<file path="src/hdl/spvf_pkg.sv">
// Shared widths, codes and the controller/datapath interface of the spanning-vertex flagger.
package spvf_pkg;

  // Field widths.
  localparam int COORD_W  = 24;                 // signed Q12.12 coordinate
  localparam int TOL_W    = 24;                 // tolerance, unsigned Q12.12
  localparam int INDEX_W  = 16;                 // result point index

  // Datapath widths.
  localparam int DIFF_W   = COORD_W + 1;        // coordinate difference
  localparam int MUL_W    = DIFF_W + 1;         // signed multiplier operand
  localparam int PROD_W   = 2 * MUL_W;          // signed product
  localparam int PIECE_W  = DIFF_W;             // low piece of a 50-bit magnitude
  localparam int LEN_W    = 2 * DIFF_W;         // squared chord length / |cross|
  localparam int DOT_W    = LEN_W + 2;          // signed dot product
  localparam int TOL2_W   = 2 * TOL_W;          // squared tolerance
  localparam int ACC_W    = 2 * LEN_W + 2;      // wide signed accumulator

  // Point counter: saturates at MAX_POINTS.
  localparam int MAX_POINTS = 65536;
  localparam int SEEN_W     = $clog2(MAX_POINTS + 1);

  localparam logic [TOL_W-1:0] TOL_RESET = TOL_W'(4);

  // Multiplier operand pairs.
  typedef enum logic [4:0] {
    MUL_TOLTOL,
    MUL_DXDX,
    MUL_DYDY,
    MUL_DXWX,
    MUL_DYWY,
    MUL_WXWX,
    MUL_WYWY,
    MUL_UXUX,
    MUL_UYUY,
    MUL_DXWY,
    MUL_DYWX,
    MUL_CHCH,
    MUL_CHCL,
    MUL_CLCL,
    MUL_THLH,
    MUL_THLL,
    MUL_TLLH,
    MUL_TLLL
  } mul_sel_t;

  // What happens to the registered product in the cycle after issue.
  typedef enum logic [2:0] {
    ACC_NONE,
    ACC_LOAD,
    ACC_ADD,
    ACC_SUB,
    ACC_TOL2
  } acc_op_t;

  // Left shift of the product before accumulation.
  typedef enum logic [2:0] {
    SH_NONE,     // 0
    SH_LO_T,     // tolerance piece weight
    SH_LO_P,     // magnitude piece weight
    SH_CROSS,    // doubled hi*lo term
    SH_HI_TP,    // tol hi * len hi
    SH_HI_PP     // hi * hi
  } shift_t;

  typedef enum logic {
    JSEL_STEP,   // predecessor, vertex, new point
    JSEL_CLOSE   // tour closure around point 0
  } jsel_t;

  typedef enum logic [1:0] {
    IDX_PREV,
    IDX_ZERO,
    IDX_LAST
  } idx_sel_t;

  typedef enum logic [1:0] {
    SPAN_FAR,
    SPAN_ONE,
    SPAN_TOUR    // judged flag on a closed tour, else 1
  } span_sel_t;

  typedef enum logic [5:0] {
    S_IDLE,
    S_DECIDE,
    S_FIN,
    S_JLOAD,
    S_LEN_A,
    S_LEN_B,
    S_DOT_A,
    S_DOT_B,
    S_DOT_W,
    S_BRANCH,
    S_PW_A,
    S_PW_B,
    S_PU_A,
    S_PU_B,
    S_PT,
    S_CR_A,
    S_CR_B,
    S_CR_T,
    S_CR_S,
    S_Q_HH,
    S_Q_HL,
    S_Q_LL,
    S_R_HH,
    S_R_HL,
    S_R_LH,
    S_R_LL,
    S_WAIT,
    S_DONE,
    S_EMIT_STEP,
    S_EMIT_HEAD,
    S_EMIT_TAIL,
    S_EMIT_LONE,
    S_COMMIT
  } state_t;

  typedef struct packed {
    logic      capture;
    logic      jload;
    jsel_t     jsel;
    mul_sel_t  mul_sel;
    acc_op_t   acc_op;
    shift_t    shift;
    logic      save_len;
    logic      save_cross;
    logic      latch_far;
    logic      emit;
    idx_sel_t  idx_sel;
    span_sel_t span_sel;
    logic      run_end;
    logic      commit;
  } ctrl_cmd_t;

  typedef struct packed {
    logic idx_ge2;
    logic idx_zero;
    logic fin;
    logic closed;
    logic dot_le0;
    logic dot_ge_len;
    logic out_free;
  } dp_status_t;

endpackage

</file>
<file path="src/hdl/spvf_ctrl.sv">
// Sequencer for the spanning-vertex flagger: point handling and the multiply schedule.
module spvf_ctrl
  import spvf_pkg::*;
(
  input  logic       clk,
  input  logic       rst,
  input  logic       point_valid,
  output logic       point_stall,
  input  dp_status_t status,
  output ctrl_cmd_t  cmd
);

  state_t state, state_next;
  logic   jclose, jclose_next;

  always_ff @(posedge clk) begin
    if (rst) begin
      state  <= S_IDLE;
      jclose <= 1'b0;
    end else begin
      state  <= state_next;
      jclose <= jclose_next;
    end
  end

  // Next state.
  always_comb begin
    state_next  = state;
    jclose_next = jclose;
    unique case (state)
      S_IDLE:      if (point_valid) state_next = S_DECIDE;
      S_DECIDE: begin
        if (status.idx_ge2) begin
          state_next  = S_JLOAD;
          jclose_next = 1'b0;
        end else begin
          state_next = S_FIN;
        end
      end
      S_FIN: begin
        priority if (!status.fin) state_next = S_COMMIT;
        else if (status.idx_zero) state_next = S_EMIT_LONE;
        else if (status.closed) begin
          state_next  = S_JLOAD;
          jclose_next = 1'b1;
        end else state_next = S_EMIT_HEAD;
      end
      S_JLOAD:     state_next = S_LEN_A;
      S_LEN_A:     state_next = S_LEN_B;
      S_LEN_B:     state_next = S_DOT_A;
      S_DOT_A:     state_next = S_DOT_B;
      S_DOT_B:     state_next = S_DOT_W;
      S_DOT_W:     state_next = S_BRANCH;
      S_BRANCH: begin
        priority if (status.dot_le0) state_next = S_PW_A;
        else if (status.dot_ge_len)  state_next = S_PU_A;
        else                         state_next = S_CR_A;
      end
      S_PW_A:      state_next = S_PW_B;
      S_PW_B:      state_next = S_PT;
      S_PU_A:      state_next = S_PU_B;
      S_PU_B:      state_next = S_PT;
      S_PT:        state_next = S_WAIT;
      S_CR_A:      state_next = S_CR_B;
      S_CR_B:      state_next = S_CR_T;
      S_CR_T:      state_next = S_CR_S;
      S_CR_S:      state_next = S_Q_HH;
      S_Q_HH:      state_next = S_Q_HL;
      S_Q_HL:      state_next = S_Q_LL;
      S_Q_LL:      state_next = S_R_HH;
      S_R_HH:      state_next = S_R_HL;
      S_R_HL:      state_next = S_R_LH;
      S_R_LH:      state_next = S_R_LL;
      S_R_LL:      state_next = S_WAIT;
      S_WAIT:      state_next = S_DONE;
      S_DONE:      state_next = jclose ? S_EMIT_HEAD : S_EMIT_STEP;
      S_EMIT_STEP: if (status.out_free) state_next = S_FIN;
      S_EMIT_HEAD: if (status.out_free) state_next = S_EMIT_TAIL;
      S_EMIT_TAIL: if (status.out_free) state_next = S_COMMIT;
      S_EMIT_LONE: if (status.out_free) state_next = S_COMMIT;
      S_COMMIT:    state_next = S_IDLE;
      default:     state_next = S_IDLE;
    endcase
  end

  // Commands.
  always_comb begin
    cmd         = '0;
    point_stall = (state != S_IDLE);
    unique case (state)
      S_IDLE:  cmd.capture = point_valid;
      S_JLOAD: begin
        cmd.jload = 1'b1;
        cmd.jsel  = jclose ? JSEL_CLOSE : JSEL_STEP;
      end
      S_LEN_A: begin cmd.mul_sel = MUL_DXDX; cmd.acc_op = ACC_LOAD; end
      S_LEN_B: begin cmd.mul_sel = MUL_DYDY; cmd.acc_op = ACC_ADD;  end
      S_DOT_A: begin cmd.mul_sel = MUL_DXWX; cmd.acc_op = ACC_LOAD; end
      S_DOT_B: begin
        cmd.mul_sel  = MUL_DYWY;
        cmd.acc_op   = ACC_ADD;
        cmd.save_len = 1'b1;
      end
      S_PW_A:  begin cmd.mul_sel = MUL_WXWX;   cmd.acc_op = ACC_LOAD; end
      S_PW_B:  begin cmd.mul_sel = MUL_WYWY;   cmd.acc_op = ACC_ADD;  end
      S_PU_A:  begin cmd.mul_sel = MUL_UXUX;   cmd.acc_op = ACC_LOAD; end
      S_PU_B:  begin cmd.mul_sel = MUL_UYUY;   cmd.acc_op = ACC_ADD;  end
      S_PT:    begin cmd.mul_sel = MUL_TOLTOL; cmd.acc_op = ACC_SUB;  end
      S_CR_A:  begin cmd.mul_sel = MUL_DXWY;   cmd.acc_op = ACC_LOAD; end
      S_CR_B:  begin cmd.mul_sel = MUL_DYWX;   cmd.acc_op = ACC_SUB;  end
      S_CR_T:  begin cmd.mul_sel = MUL_TOLTOL; cmd.acc_op = ACC_TOL2; end
      S_CR_S:  cmd.save_cross = 1'b1;
      S_Q_HH: begin
        cmd.mul_sel = MUL_CHCH; cmd.acc_op = ACC_LOAD; cmd.shift = SH_HI_PP;
      end
      S_Q_HL: begin
        cmd.mul_sel = MUL_CHCL; cmd.acc_op = ACC_ADD; cmd.shift = SH_CROSS;
      end
      S_Q_LL: begin cmd.mul_sel = MUL_CLCL; cmd.acc_op = ACC_ADD; end
      S_R_HH: begin
        cmd.mul_sel = MUL_THLH; cmd.acc_op = ACC_SUB; cmd.shift = SH_HI_TP;
      end
      S_R_HL: begin
        cmd.mul_sel = MUL_THLL; cmd.acc_op = ACC_SUB; cmd.shift = SH_LO_T;
      end
      S_R_LH: begin
        cmd.mul_sel = MUL_TLLH; cmd.acc_op = ACC_SUB; cmd.shift = SH_LO_P;
      end
      S_R_LL:  begin cmd.mul_sel = MUL_TLLL; cmd.acc_op = ACC_SUB; end
      S_DONE:  cmd.latch_far = 1'b1;
      S_EMIT_STEP: begin
        cmd.emit     = status.out_free;
        cmd.idx_sel  = IDX_PREV;
        cmd.span_sel = SPAN_FAR;
      end
      S_EMIT_HEAD: begin
        cmd.emit     = status.out_free;
        cmd.idx_sel  = IDX_ZERO;
        cmd.span_sel = SPAN_TOUR;
      end
      S_EMIT_TAIL: begin
        cmd.emit     = status.out_free;
        cmd.idx_sel  = IDX_LAST;
        cmd.span_sel = SPAN_TOUR;
        cmd.run_end  = 1'b1;
      end
      S_EMIT_LONE: begin
        cmd.emit     = status.out_free;
        cmd.idx_sel  = IDX_ZERO;
        cmd.span_sel = SPAN_ONE;
        cmd.run_end  = 1'b1;
      end
      S_COMMIT: cmd.commit = 1'b1;
      default: ;
    endcase
  end

endmodule

</file>
<file path="src/hdl/spvf_dp.sv">
// Datapath: point history, coordinate differences, shared multiplier, accumulator, result register.
module spvf_dp
  import spvf_pkg::*;
(
  input  logic                      clk,
  input  logic                      rst,
  input  ctrl_cmd_t                 cmd,
  output dp_status_t                status,
  input  logic        [TOL_W-1:0]   tolerance,
  input  logic signed [COORD_W-1:0] coord_x,
  input  logic signed [COORD_W-1:0] coord_y,
  input  logic                      final_point,
  output logic                      flag_valid,
  input  logic                      flag_stall,
  output logic        [INDEX_W-1:0] point_index,
  output logic                      spanning,
  output logic                      run_end
);

  // Point history.
  logic signed [COORD_W-1:0] cur_x, cur_y, first_x, first_y, second_x, second_y;
  logic signed [COORD_W-1:0] older_x, older_y, newer_x, newer_y;
  logic                      fin;
  logic        [SEEN_W-1:0]  seen;

  // Judged triangle: chord a-b, vertex p.
  logic signed [COORD_W-1:0] a_x, a_y, p_x, p_y, b_x, b_y;
  logic signed [DIFF_W-1:0]  dx, dy, wx, wy, ux, uy;

  // Arithmetic.
  logic signed [MUL_W-1:0]  mul_a, mul_b;
  logic signed [PROD_W-1:0] prod;
  acc_op_t                  op_q;
  shift_t                   sh_q;
  logic signed [ACC_W-1:0]  prod_ext, term, acc;
  logic        [ACC_W-1:0]  acc_abs;
  logic        [LEN_W-1:0]  len2, cabs;
  logic        [TOL2_W-1:0] tol2;
  logic                     far;
  logic        [INDEX_W-1:0] index_sel;
  logic                     span_sel;

  // Capture and commit.
  always_ff @(posedge clk) begin
    if (rst) begin
      seen <= '0;
    end else if (cmd.commit) begin
      if (fin) seen <= '0;
      else if (seen < SEEN_W'(MAX_POINTS)) seen <= seen + SEEN_W'(1);
    end
  end

  always_ff @(posedge clk) begin
    if (cmd.capture) begin
      cur_x <= coord_x;
      cur_y <= coord_y;
      fin   <= final_point;
      if (seen == '0) begin
        first_x <= coord_x;
        first_y <= coord_y;
      end
      if (seen == SEEN_W'(1)) begin
        second_x <= coord_x;
        second_y <= coord_y;
      end
    end
    if (cmd.commit) begin
      older_x <= newer_x;
      older_y <= newer_y;
      newer_x <= cur_x;
      newer_y <= cur_y;
    end
  end

  // Triangle selection.
  always_comb begin
    unique case (cmd.jsel)
      JSEL_STEP: begin
        a_x = older_x; a_y = older_y;
        p_x = newer_x; p_y = newer_y;
        b_x = cur_x;   b_y = cur_y;
      end
      JSEL_CLOSE: begin
        a_x = status.idx_ge2 ? newer_x : first_x;
        a_y = status.idx_ge2 ? newer_y : first_y;
        p_x = first_x;  p_y = first_y;
        b_x = second_x; b_y = second_y;
      end
      default: begin
        a_x = older_x; a_y = older_y;
        p_x = newer_x; p_y = newer_y;
        b_x = cur_x;   b_y = cur_y;
      end
    endcase
  end

  always_ff @(posedge clk) begin
    if (cmd.jload) begin
      dx <= {b_x[COORD_W-1], b_x} - {a_x[COORD_W-1], a_x};
      dy <= {b_y[COORD_W-1], b_y} - {a_y[COORD_W-1], a_y};
      wx <= {p_x[COORD_W-1], p_x} - {a_x[COORD_W-1], a_x};
      wy <= {p_y[COORD_W-1], p_y} - {a_y[COORD_W-1], a_y};
      ux <= {p_x[COORD_W-1], p_x} - {b_x[COORD_W-1], b_x};
      uy <= {p_y[COORD_W-1], p_y} - {b_y[COORD_W-1], b_y};
    end
  end

  // Operand select: differences sign-extend, magnitude pieces zero-extend.
  always_comb begin
    unique case (cmd.mul_sel)
      MUL_TOLTOL: begin mul_a = {2'b00, tolerance}; mul_b = {2'b00, tolerance}; end
      MUL_DXDX:   begin mul_a = {dx[DIFF_W-1], dx}; mul_b = {dx[DIFF_W-1], dx}; end
      MUL_DYDY:   begin mul_a = {dy[DIFF_W-1], dy}; mul_b = {dy[DIFF_W-1], dy}; end
      MUL_DXWX:   begin mul_a = {dx[DIFF_W-1], dx}; mul_b = {wx[DIFF_W-1], wx}; end
      MUL_DYWY:   begin mul_a = {dy[DIFF_W-1], dy}; mul_b = {wy[DIFF_W-1], wy}; end
      MUL_WXWX:   begin mul_a = {wx[DIFF_W-1], wx}; mul_b = {wx[DIFF_W-1], wx}; end
      MUL_WYWY:   begin mul_a = {wy[DIFF_W-1], wy}; mul_b = {wy[DIFF_W-1], wy}; end
      MUL_UXUX:   begin mul_a = {ux[DIFF_W-1], ux}; mul_b = {ux[DIFF_W-1], ux}; end
      MUL_UYUY:   begin mul_a = {uy[DIFF_W-1], uy}; mul_b = {uy[DIFF_W-1], uy}; end
      MUL_DXWY:   begin mul_a = {dx[DIFF_W-1], dx}; mul_b = {wy[DIFF_W-1], wy}; end
      MUL_DYWX:   begin mul_a = {dy[DIFF_W-1], dy}; mul_b = {wx[DIFF_W-1], wx}; end
      MUL_CHCH: begin
        mul_a = {1'b0, cabs[LEN_W-1:PIECE_W]};
        mul_b = {1'b0, cabs[LEN_W-1:PIECE_W]};
      end
      MUL_CHCL: begin
        mul_a = {1'b0, cabs[LEN_W-1:PIECE_W]};
        mul_b = {1'b0, cabs[PIECE_W-1:0]};
      end
      MUL_CLCL: begin
        mul_a = {1'b0, cabs[PIECE_W-1:0]};
        mul_b = {1'b0, cabs[PIECE_W-1:0]};
      end
      MUL_THLH: begin
        mul_a = {2'b00, tol2[TOL2_W-1:TOL_W]};
        mul_b = {1'b0, len2[LEN_W-1:PIECE_W]};
      end
      MUL_THLL: begin
        mul_a = {2'b00, tol2[TOL2_W-1:TOL_W]};
        mul_b = {1'b0, len2[PIECE_W-1:0]};
      end
      MUL_TLLH: begin
        mul_a = {2'b00, tol2[TOL_W-1:0]};
        mul_b = {1'b0, len2[LEN_W-1:PIECE_W]};
      end
      MUL_TLLL: begin
        mul_a = {2'b00, tol2[TOL_W-1:0]};
        mul_b = {1'b0, len2[PIECE_W-1:0]};
      end
      default: begin mul_a = '0; mul_b = '0; end
    endcase
  end

  // Product register, then accumulate in the cycle after.
  always_ff @(posedge clk) begin
    prod <= mul_a * mul_b;
    sh_q <= cmd.shift;
  end

  always_ff @(posedge clk) begin
    if (rst) op_q <= ACC_NONE;
    else     op_q <= cmd.acc_op;
  end

  assign prod_ext = {{(ACC_W-PROD_W){prod[PROD_W-1]}}, prod};

  always_comb begin
    unique case (sh_q)
      SH_NONE:  term = prod_ext;
      SH_LO_T:  term = prod_ext <<< TOL_W;
      SH_LO_P:  term = prod_ext <<< PIECE_W;
      SH_CROSS: term = prod_ext <<< (PIECE_W + 1);
      SH_HI_TP: term = prod_ext <<< (TOL_W + PIECE_W);
      SH_HI_PP: term = prod_ext <<< (2 * PIECE_W);
      default:  term = prod_ext;
    endcase
  end

  always_ff @(posedge clk) begin
    unique case (op_q)
      ACC_LOAD: acc  <= term;
      ACC_ADD:  acc  <= acc + term;
      ACC_SUB:  acc  <= acc - term;
      ACC_TOL2: tol2 <= prod[TOL2_W-1:0];
      default: ;
    endcase
  end

  assign acc_abs = acc[ACC_W-1] ? (~acc + ACC_W'(1)) : acc;

  always_ff @(posedge clk) begin
    if (cmd.save_len)   len2 <= acc[LEN_W-1:0];
    if (cmd.save_cross) cabs <= acc_abs[LEN_W-1:0];
    if (cmd.latch_far)  far  <= ~acc[ACC_W-1];
  end

  // Status.
  assign status.idx_ge2    = (seen >= SEEN_W'(2));
  assign status.idx_zero   = (seen == '0);
  assign status.fin        = fin;
  assign status.closed     = (cur_x == first_x) && (cur_y == first_y);
  assign status.dot_le0    = acc[ACC_W-1] || (acc == '0);
  assign status.dot_ge_len = $signed(acc[DOT_W-1:0]) >= $signed({2'b00, len2});
  assign status.out_free   = !flag_valid || !flag_stall;

  // Result register.
  always_comb begin
    unique case (cmd.idx_sel)
      IDX_PREV: index_sel = INDEX_W'(seen - SEEN_W'(1));
      IDX_ZERO: index_sel = '0;
      IDX_LAST: index_sel = (seen > SEEN_W'({INDEX_W{1'b1}})) ? {INDEX_W{1'b1}}
                                                               : seen[INDEX_W-1:0];
      default:  index_sel = '0;
    endcase
    unique case (cmd.span_sel)
      SPAN_FAR:  span_sel = far;
      SPAN_ONE:  span_sel = 1'b1;
      SPAN_TOUR: span_sel = status.closed ? far : 1'b1;
      default:   span_sel = 1'b1;
    endcase
  end

  always_ff @(posedge clk) begin
    if (rst) begin
      flag_valid <= 1'b0;
    end else if (cmd.emit) begin
      flag_valid <= 1'b1;
    end else if (!flag_stall) begin
      flag_valid <= 1'b0;
    end
  end

  always_ff @(posedge clk) begin
    if (cmd.emit) begin
      point_index <= index_sel;
      spanning    <= span_sel;
      run_end     <= cmd.run_end;
    end
  end

endmodule

</file>
<file path="src/hdl/polyline_spanning_vertex_flags.sv">
// Top level of the polyline spanning-vertex flagger: tolerance register, controller, datapath.
// Points are taken one at a time: the point channel stalls until the previous point is done. A
//   point whose vertex foot falls outside its chord takes a shorter path than the full
//   cross-product test; the closing point of a closed tour adds a second test. All products
//   come from the single 26x26 multiplier, issuing one product per cycle.
// Reset (synchronous, active high): tolerance returns to 4, point count to zero, output empty.
module polyline_spanning_vertex_flags
  import spvf_pkg::*;
(
  input  logic                      clk,
  input  logic                      rst,
  // Tolerance register write port.
  input  logic                      cfg_write,
  input  logic        [TOL_W-1:0]   cfg_data,
  // Point channel.
  input  logic                      point_valid,
  output logic                      point_stall,
  input  logic signed [COORD_W-1:0] coord_x,
  input  logic signed [COORD_W-1:0] coord_y,
  input  logic                      final_point,
  // Flag channel.
  output logic                      flag_valid,
  input  logic                      flag_stall,
  output logic        [INDEX_W-1:0] point_index,
  output logic                      spanning,
  output logic                      run_end
);

  // Tolerance; the user must write it only while no transaction is in flight, the block does not enforce this.
  logic [TOL_W-1:0] tolerance;

  always_ff @(posedge clk) begin
    if (rst) begin
      tolerance <= TOL_RESET;
    end else if (cfg_write) begin
      tolerance <= cfg_data;
    end
  end

  // Controller drives one command word per cycle; the datapath returns
  // the branch conditions (point count class, closed tour, foot position)
  // and whether the result register can take a new flag.
  ctrl_cmd_t  cmd;
  dp_status_t status;

  // Per point: capture, then (from the third point on) judge the previous
  // vertex against the chord from its predecessor to the new point. The
  // judgment squares the chord, takes the dot product to place the foot,
  // then either a point-to-end distance or cross^2 - tol^2 * len^2 from
  // 25- and 24-bit pieces. The final point adds two end flags (one if lone).
  spvf_ctrl u_ctrl (
    .clk         (clk),
    .rst         (rst),
    .point_valid (point_valid),
    .point_stall (point_stall),
    .status      (status),
    .cmd         (cmd)
  );

  spvf_dp u_dp (
    .clk         (clk),
    .rst         (rst),
    .cmd         (cmd),
    .status      (status),
    .tolerance   (tolerance),
    .coord_x     (coord_x),
    .coord_y     (coord_y),
    .final_point (final_point),
    .flag_valid  (flag_valid),
    .flag_stall  (flag_stall),
    .point_index (point_index),
    .spanning    (spanning),
    .run_end     (run_end)
  );

endmodule

</file>
<file path="config.mk">
export PLATFORM = sky130hd
export DESIGN_NAME = polyline_spanning_vertex_flags
export DESIGN_NICKNAME = d
export VERILOG_FILES = /design/src/hdl/spvf_pkg.sv /design/src/hdl/spvf_ctrl.sv /design/src/hdl/spvf_dp.sv /design/src/hdl/polyline_spanning_vertex_flags.sv
export SDC_FILE = /design/constraint.sdc
export NUM_CORES = 2
export LEC_CHECK = 0
export BUFFER_PORTS_ARGS = -buffer_cell sky130_fd_sc_hd__buf_2
export CAP_MARGIN = 15
export CORE_MARGIN = 2
export CORE_UTILIZATION = 30
export DETAILED_ROUTE_END_ITERATION = 12
export PLACE_DENSITY = 0.5
export SLEW_MARGIN = 10
export SYNTH_ARGS = -nofsm -noshare
export SYNTH_HDL_FRONTEND = slang
export SYNTH_HIERARCHICAL = 1
export SYNTH_SLANG_ARGS = --single-unit
</file>
<file path="constraint.sdc">
create_clock -name clk -period 12.5 [get_ports clk]
set_input_delay 2.5 -clock clk [delete_from_list [all_inputs] [get_ports clk]]
set_output_delay 2.5 -clock clk [all_outputs]
set_load 0.005 [all_outputs]
</file>
Yosys cells after proc, flatten, opt, wreduce, memory -nomap -nowiden
Cells that the tools add are included.
{ "classes": {"addsub": 11, "multipliers": 1, "n_lt_le_gt_ge": 4, "eq_ne": 72, "muxes": 49, "bitwise": 3, "reduce_logical": 33} }
{ "op_table": {"columns": ["cell", "n"], "rows": [
  ["26-bit case mux with 11 select lines", 2],
  ["101-bit case mux with 5 select lines", 1],
  ["102-bit case mux with 3 select lines", 1],
  ["24-bit case mux with 2 select lines", 6],
  ["6-bit case mux with 29 select lines", 1],
  ["8-bit case mux with 19 select lines", 1],
  ["24-bit by 24-bit subtractor with 25-bit output", 6],
  ["102-bit adder", 1],
  ["102-bit logical NOT", 1],
  ["102-bit subtractor", 1],
  ["6-bit by 5-bit == test with 1-bit output, second input constant", 16],
  ["52-bit by 51-bit greater-or-equal comparator with 1-bit output", 1],
  ["26-bit by 26-bit multiplier with 52-bit output", 1],
  ["50-bit by 2-bit adder with 50-bit output, second input constant", 1],
  ["50-bit two-way mux", 1],
  ["50-bit inverter", 1],
  ["24-bit == test", 2],
  ["6-bit by 4-bit == test with 1-bit output, second input constant", 8],
  ["24-bit two-way mux", 2],
  ["6-bit two-way mux", 7],
  ["5-bit by 4-bit == test with 1-bit output, second input constant", 8],
  ["17-bit two-way mux", 2],
  ["16-bit case mux with 2 select lines", 1],
  ["6-bit by 3-bit == test with 1-bit output, second input constant", 4],
  ["other kinds (42)", 97]
]} }
{ "word_totals": {"regBits": 767, "output_inout_bits": 20, "wordCells": 206} }

Longest topological paths before layout
{ "logic_depth": {"word_depth": 6, "depth_mapped": 47, "ltp_nobuf": 41} }

Hierarchy
Netlist, hierarchy kept.
{ "modules_own_cells": {"columns": ["module", "n_inst", "cells_per_inst", "area_per_inst_um2", "seq_area_each_um2"], "rows": [
  ["spvf_dp", 1, 7625, 72379.4, 21340.5],
  ["spvf_ctrl", 1, 168, 1192.4, 140.1],
  ["polyline_spanning_vertex_flags", 1, 77, 872.1, 480.5]
]} }

Worst setup path before layout
Ideal clock, no wire load.
{ "synth_path": {"path_type": "register to register", "start": "register u_ctrl.state[0]", "end": "register u_dp.wy[24] (data pin)", "setup_ps": 268, "t_arrival_ps": 12010, "t_required_ps": 12232, "setup_slack_ps": 222, "path_stages_with_launch": 27, "cell_sequence": "dfxtp_1 buf_2 buf_2 buf_2 nand2_1 nor2_1 and2_1 clkbuf_1 clkbuf_1 buf_1 a21oi_1 ha_1 fa_1 nand2b_1 a21boi_0 o21ai_0 a21oi_1 o21ai_0 a21boi_0 o21ai_0 a21boi_0 o211ai_1 a311oi_1 o31a_1 o21ai_0 a21boi_0 o22ai_1"} }
{ "synth_rtl": {"columns": ["element", "line", "source"], "rows": [
  ["start, declared", "spvf_ctrl.sv:13", "state_t state, state_next;"],
  ["start signal, assigned", "spvf_ctrl.sv:21", "state <= state_next;"],
  ["end signal, assigned", "spvf_dp.sv:102", "wy <= {p_y[COORD_W-1], p_y} - {a_y[COORD_W-1], a_y};"],
  ["end, declared", "spvf_dp.sv:28", "logic signed [DIFF_W-1:0] dx, dy, wx, wy, ux, uy;"]
]} }

==> implementation parameters <==
Parameter                              Value

Run status
  Status ... finished clean

Routing
  Per-cell via count in the routed design ... 5.33
  Total length of routed met2 wires ... 120000 um
  Pre-antenna DRT Iters ... 8
  Top layer used by detailed routing ... met5
  Total number of vias ... 60.1k
  Final routed DRC violation total ... 0
  Number of routed nets with antenna violations ... 0
  Violation count after the first detailed-routing iteration ... 6240
  DRT met1 WL ... 124000 um
  Total wirelength of the detailed-routed design ... 276000 um
  DR WL/cell ... 24.5 um
  Met3 wire length ... 21300 um

Logic synthesis
  Mapped Avg Cell Area ... 9.46 um^2
  Synthesized netlist cell count ... 7870
  Top cells by area, synth ... sky130_fd_sc_hd__edfxtp_1 27%, sky130_fd_sc_hd__fa_1 19%, sky130_fd_sc_hd__ha_1 7.5%
  Top post-synthesis cells by count ... 997 x sky130_fd_sc_hd__inv_1, 914 x sky130_fd_sc_hd__nand2_1, 717 x sky130_fd_sc_hd__fa_1, 660 x sky130_fd_sc_hd__edfxtp_1, 569 x sky130_fd_sc_hd__nor2_1
  Synth area leader ... sky130_fd_sc_hd__edfxtp_1
  Post-synthesis register bit count ... 767
  Predominant post-synthesis flop cell ... sky130_fd_sc_hd__edfxtp_1
  Proportion of register bits with asynchronous set or reset after synthesis ... 0
  Most repeated cell in the gate-level netlist after synthesis ... sky130_fd_sc_hd__inv_1
  Synth cell types ... 102
  Post-Synthesis Net Count ... 9113
  Yosys warns ... 6
  Count of flip-flops with a built-in enable after synthesis ... 660
  Post-synthesis instance area ... 74400 um^2
  Area share of the largest cell type after synthesis ... 0.266
  Sequential-to-total area share from yosys stat ... 0.295

STA
  Hold slack ... 0.457 ns
  Post-route fraction of the period consumed by the critical path ... 0.947
  Setup TNS ... 0 ns
  Crit path time final ... 11.84 ns
  Final setup violation count ... 0
  Final WS setup ... 0.663 ns
  Slew at the pin with the worst max-slew slack ... 1.18 ns
  Post-route clock skew ... 0.0518 ns
  Unrepaired setup endpoints after global routing ... false
  Number of endpoints with negative hold slack in the final report ... 0
  Relative slew slack ... 0.194
  Number of pins exceeding their max-slew limit in the final report ... 0
  Max Fclk ... 0.0845 GHz

Worst setup path
  Crit-path slowest cell ... sky130_fd_sc_hd__nand3_1
  Maximum single-stage delay on the critical path ... 0.85 ns
  Most repeated library cell on the critical path ... sky130_fd_sc_hd__fa_1
  Start point of the critical path ... u_ctrl/state[4]$_SDFFE_PP0P_
  Worst Setup Start Kind ... flop
  Worst r2r src ... u_ctrl/state[4]$_SDFFE_PP0P_
  Capture point of the critical path ... u_dp/prod[48]$_DFF_P_
  Worst-case register-to-register setup slack ... 0.66 ns
  Biggest fanout along the worst timing path ... 26
  Start-to-end type of the worst setup path ... flop to flop
  Data required time at the worst endpoint ... 13.10 ns
  R2R Path End ... u_dp/prod[48]$_DFF_P_
  Logic depth of the worst register-to-register path ... 42
  Type of destination of the critical path ... flop
  Arrival @ worst endpoint ... 12.44 ns

Global routing
  Vias in the first global route ... 60.0k
  Overall global routing resource usage ... 0.216
  Wire length of the first global-routing pass ... 404000 um
  Remaining Overflow, GRT ... 0
  Initial antenna violation count ... 19
  Maximum number of pins on one net before global-route repair ... 89

Clock network
  Clock tree buffer depth ... 3
  CTS tree ... built
  H-Tree Depth ... 3
  Clk pin slew, worst setup/hold paths ... 0.06 ns
  Number of sinks on the clock net ... 767
  Latest clock arrival within the worst-skew pair ... 0.74 ns
  Clock root cell ... sky130_fd_sc_hd__clkbuf_16
  TritonCTS buffer count ... 90
  Post-CTS Hold Fix Bufs ... 0
  Post-CTS Repair Setup Buffers ... 0
  CTS resizes ... 0

Layout
  # nets final ... 9117
  Synth-to-Final Area Change ... 10.6%
  Share of layout cells above drive strength 1 ... 0.0733

Floorplanning
  Height of the chip ... 502 um
  Ports ... 98
  Initial Utilization ... 0.302
  Number of cell rows ... 182
  Area enclosed by the die boundary ... 252000 um^2
  Die X ... 502 um
  Placeable core region ... 246000 um^2

Place
  HPWL after DPL ... 217000 um
  Last weighted congestion value of the routability-driven placer ... 0.944
  Place WS ... 0.779 ns
  Buffers on Ports ... 97

Worst hold path
  HP Class ... flop to flop

Flow run
  Max_cap viols ... 0
## stage by stage
stage | cell area, um^2 | std cells | utilization
floorplan | 74400 | 7870 | -
global placement | 79200 | 11100 | 0.321
detailed placement | 79200 | 11100 | 0.321
CTS | 82300 | 11300 | 0.334
global route | 82300 | 11300 | 0.334
finish | 82400 | 11300 | 0.334
## logic make-up after synthesis
kind of cell	Yosys count	synth area share
multiplexers	219	0.0304
XOR/XNOR	452	0.0532
buffers and inverters	1372	0.0705
adder cells (fa/ha/maj)	1165	0.268
flip-flops	767	0.295
AND/OR/NAND/NOR	2278	0.142
AO/OA/AOI/OAI	1617	0.141
## critical path, delay by kind of cell (launching register included)
| family | cells | cell delay (ns) |
|---|---|---|
| AOI/OAI and AO/OA | 13 | 3.52 |
| adders and majority gates | 8 | 3.43 |
| and+or+nand+nor | 9 | 1.85 |
| buffers and inverters | 11 | 1.82 |
| DFF | 1 | 0.82 |
| xor gates and xnor gates | 1 | 0.16 |
## worst min path at each step
stage                          startpoint                          to  slack [ns]  depth (start not counted)
4_1_cts          u_dp/cur_y[18]$_DFFE_PP_  u_dp/newer_y[18]$_DFFE_PP_        0.46                          0
5_1_grt        u_dp/newer_x[18]$_DFFE_PP_  u_dp/older_x[18]$_DFFE_PP_        0.48                          0
2_1_floorplan        u_dp/prod[0]$_DFF_P_      u_dp/tol2[0]$_DFFE_PN_        0.40                          0
6_report        u_dp/newer_y[5]$_DFFE_PP_   u_dp/older_y[5]$_DFFE_PP_        0.46                          0
3_3_place_gp    u_dp/newer_y[7]$_DFFE_PP_   u_dp/older_y[7]$_DFFE_PP_        0.45                          0
3_5_place_dp    u_dp/newer_y[1]$_DFFE_PP_   u_dp/older_y[1]$_DFFE_PP_        0.46                          0
## state kept, by name (all words and copies together) (netlist names), 25 cells and up
signal	cells
u_dp/prod	52
u_dp/tol2	48
u_dp/wx	25
u_dp/acc	102
u_dp/ux	25
u_dp/cabs	50
u_dp/dx	25
u_dp/uy	25
u_dp/len2	50
u_dp/dy	25
u_dp/wy	25
## layer usage
layer  vias up  global-route usage
met2      2380               0.331
li1      27000                   -
met1     30300               0.304
met3       419              0.0362
met5         -                   0
met4         4              0.0796
## cells in the final DEF, fill, tap and decap left out, types with 20 or more instances in the layout
master	n
sky130_fd_sc_hd__inv_1	997
sky130_fd_sc_hd__nand2_1	913
sky130_fd_sc_hd__fa_1	717
sky130_fd_sc_hd__edfxtp_1	660
sky130_fd_sc_hd__nor2_1	560
sky130_fd_sc_hd__ha_1	448
sky130_fd_sc_hd__o21ai_0	416
sky130_fd_sc_hd__a21oi_1	388
sky130_fd_sc_hd__xnor2_1	270
sky130_fd_sc_hd__xor2_1	182
sky130_fd_sc_hd__buf_4	181
sky130_fd_sc_hd__mux2i_1	161
sky130_fd_sc_hd__a21o_1	128
sky130_fd_sc_hd__nand3_1	114
sky130_fd_sc_hd__nand4_1	111
sky130_fd_sc_hd__dfxtp_1	104
sky130_fd_sc_hd__buf_2	98
sky130_fd_sc_hd__nor3_1	97
sky130_fd_sc_hd__clkbuf_16	93
sky130_fd_sc_hd__nor2b_1	89
sky130_fd_sc_hd__a22oi_1	83
sky130_fd_sc_hd__nand2b_1	73
sky130_fd_sc_hd__a222oi_1	70
sky130_fd_sc_hd__o21a_1	63
sky130_fd_sc_hd__mux2_2	58
sky130_fd_sc_hd__and2_1	53
sky130_fd_sc_hd__a31oi_1	53
sky130_fd_sc_hd__o21bai_1	53
sky130_fd_sc_hd__a21boi_0	50
sky130_fd_sc_hd__or3_1	45
sky130_fd_sc_hd__o31ai_1	44
sky130_fd_sc_hd__nor4_1	39
sky130_fd_sc_hd__and4_1	32
sky130_fd_sc_hd__a211oi_1	32
sky130_fd_sc_hd__a221oi_1	30
sky130_fd_sc_hd__and3_1	28
sky130_fd_sc_hd__clkbuf_1	21
sky130_fd_sc_hd__o211ai_1	20
## cell type report
cell class                 instances  area [um^2]
fill                           25500       164000
multi-input combinational       5731        47400
sequential                       767        22000
tap                             3312         4140
inverter                        1003         3760
clock buffer                     121         2500
timing repair buffer             281         1880
clock inverter                    48          643
antenna                            7         17.5
Power is left out: the tool's default activity adds up to more than one toggle a clock period on the data nets, which glitch-free logic cannot reach.
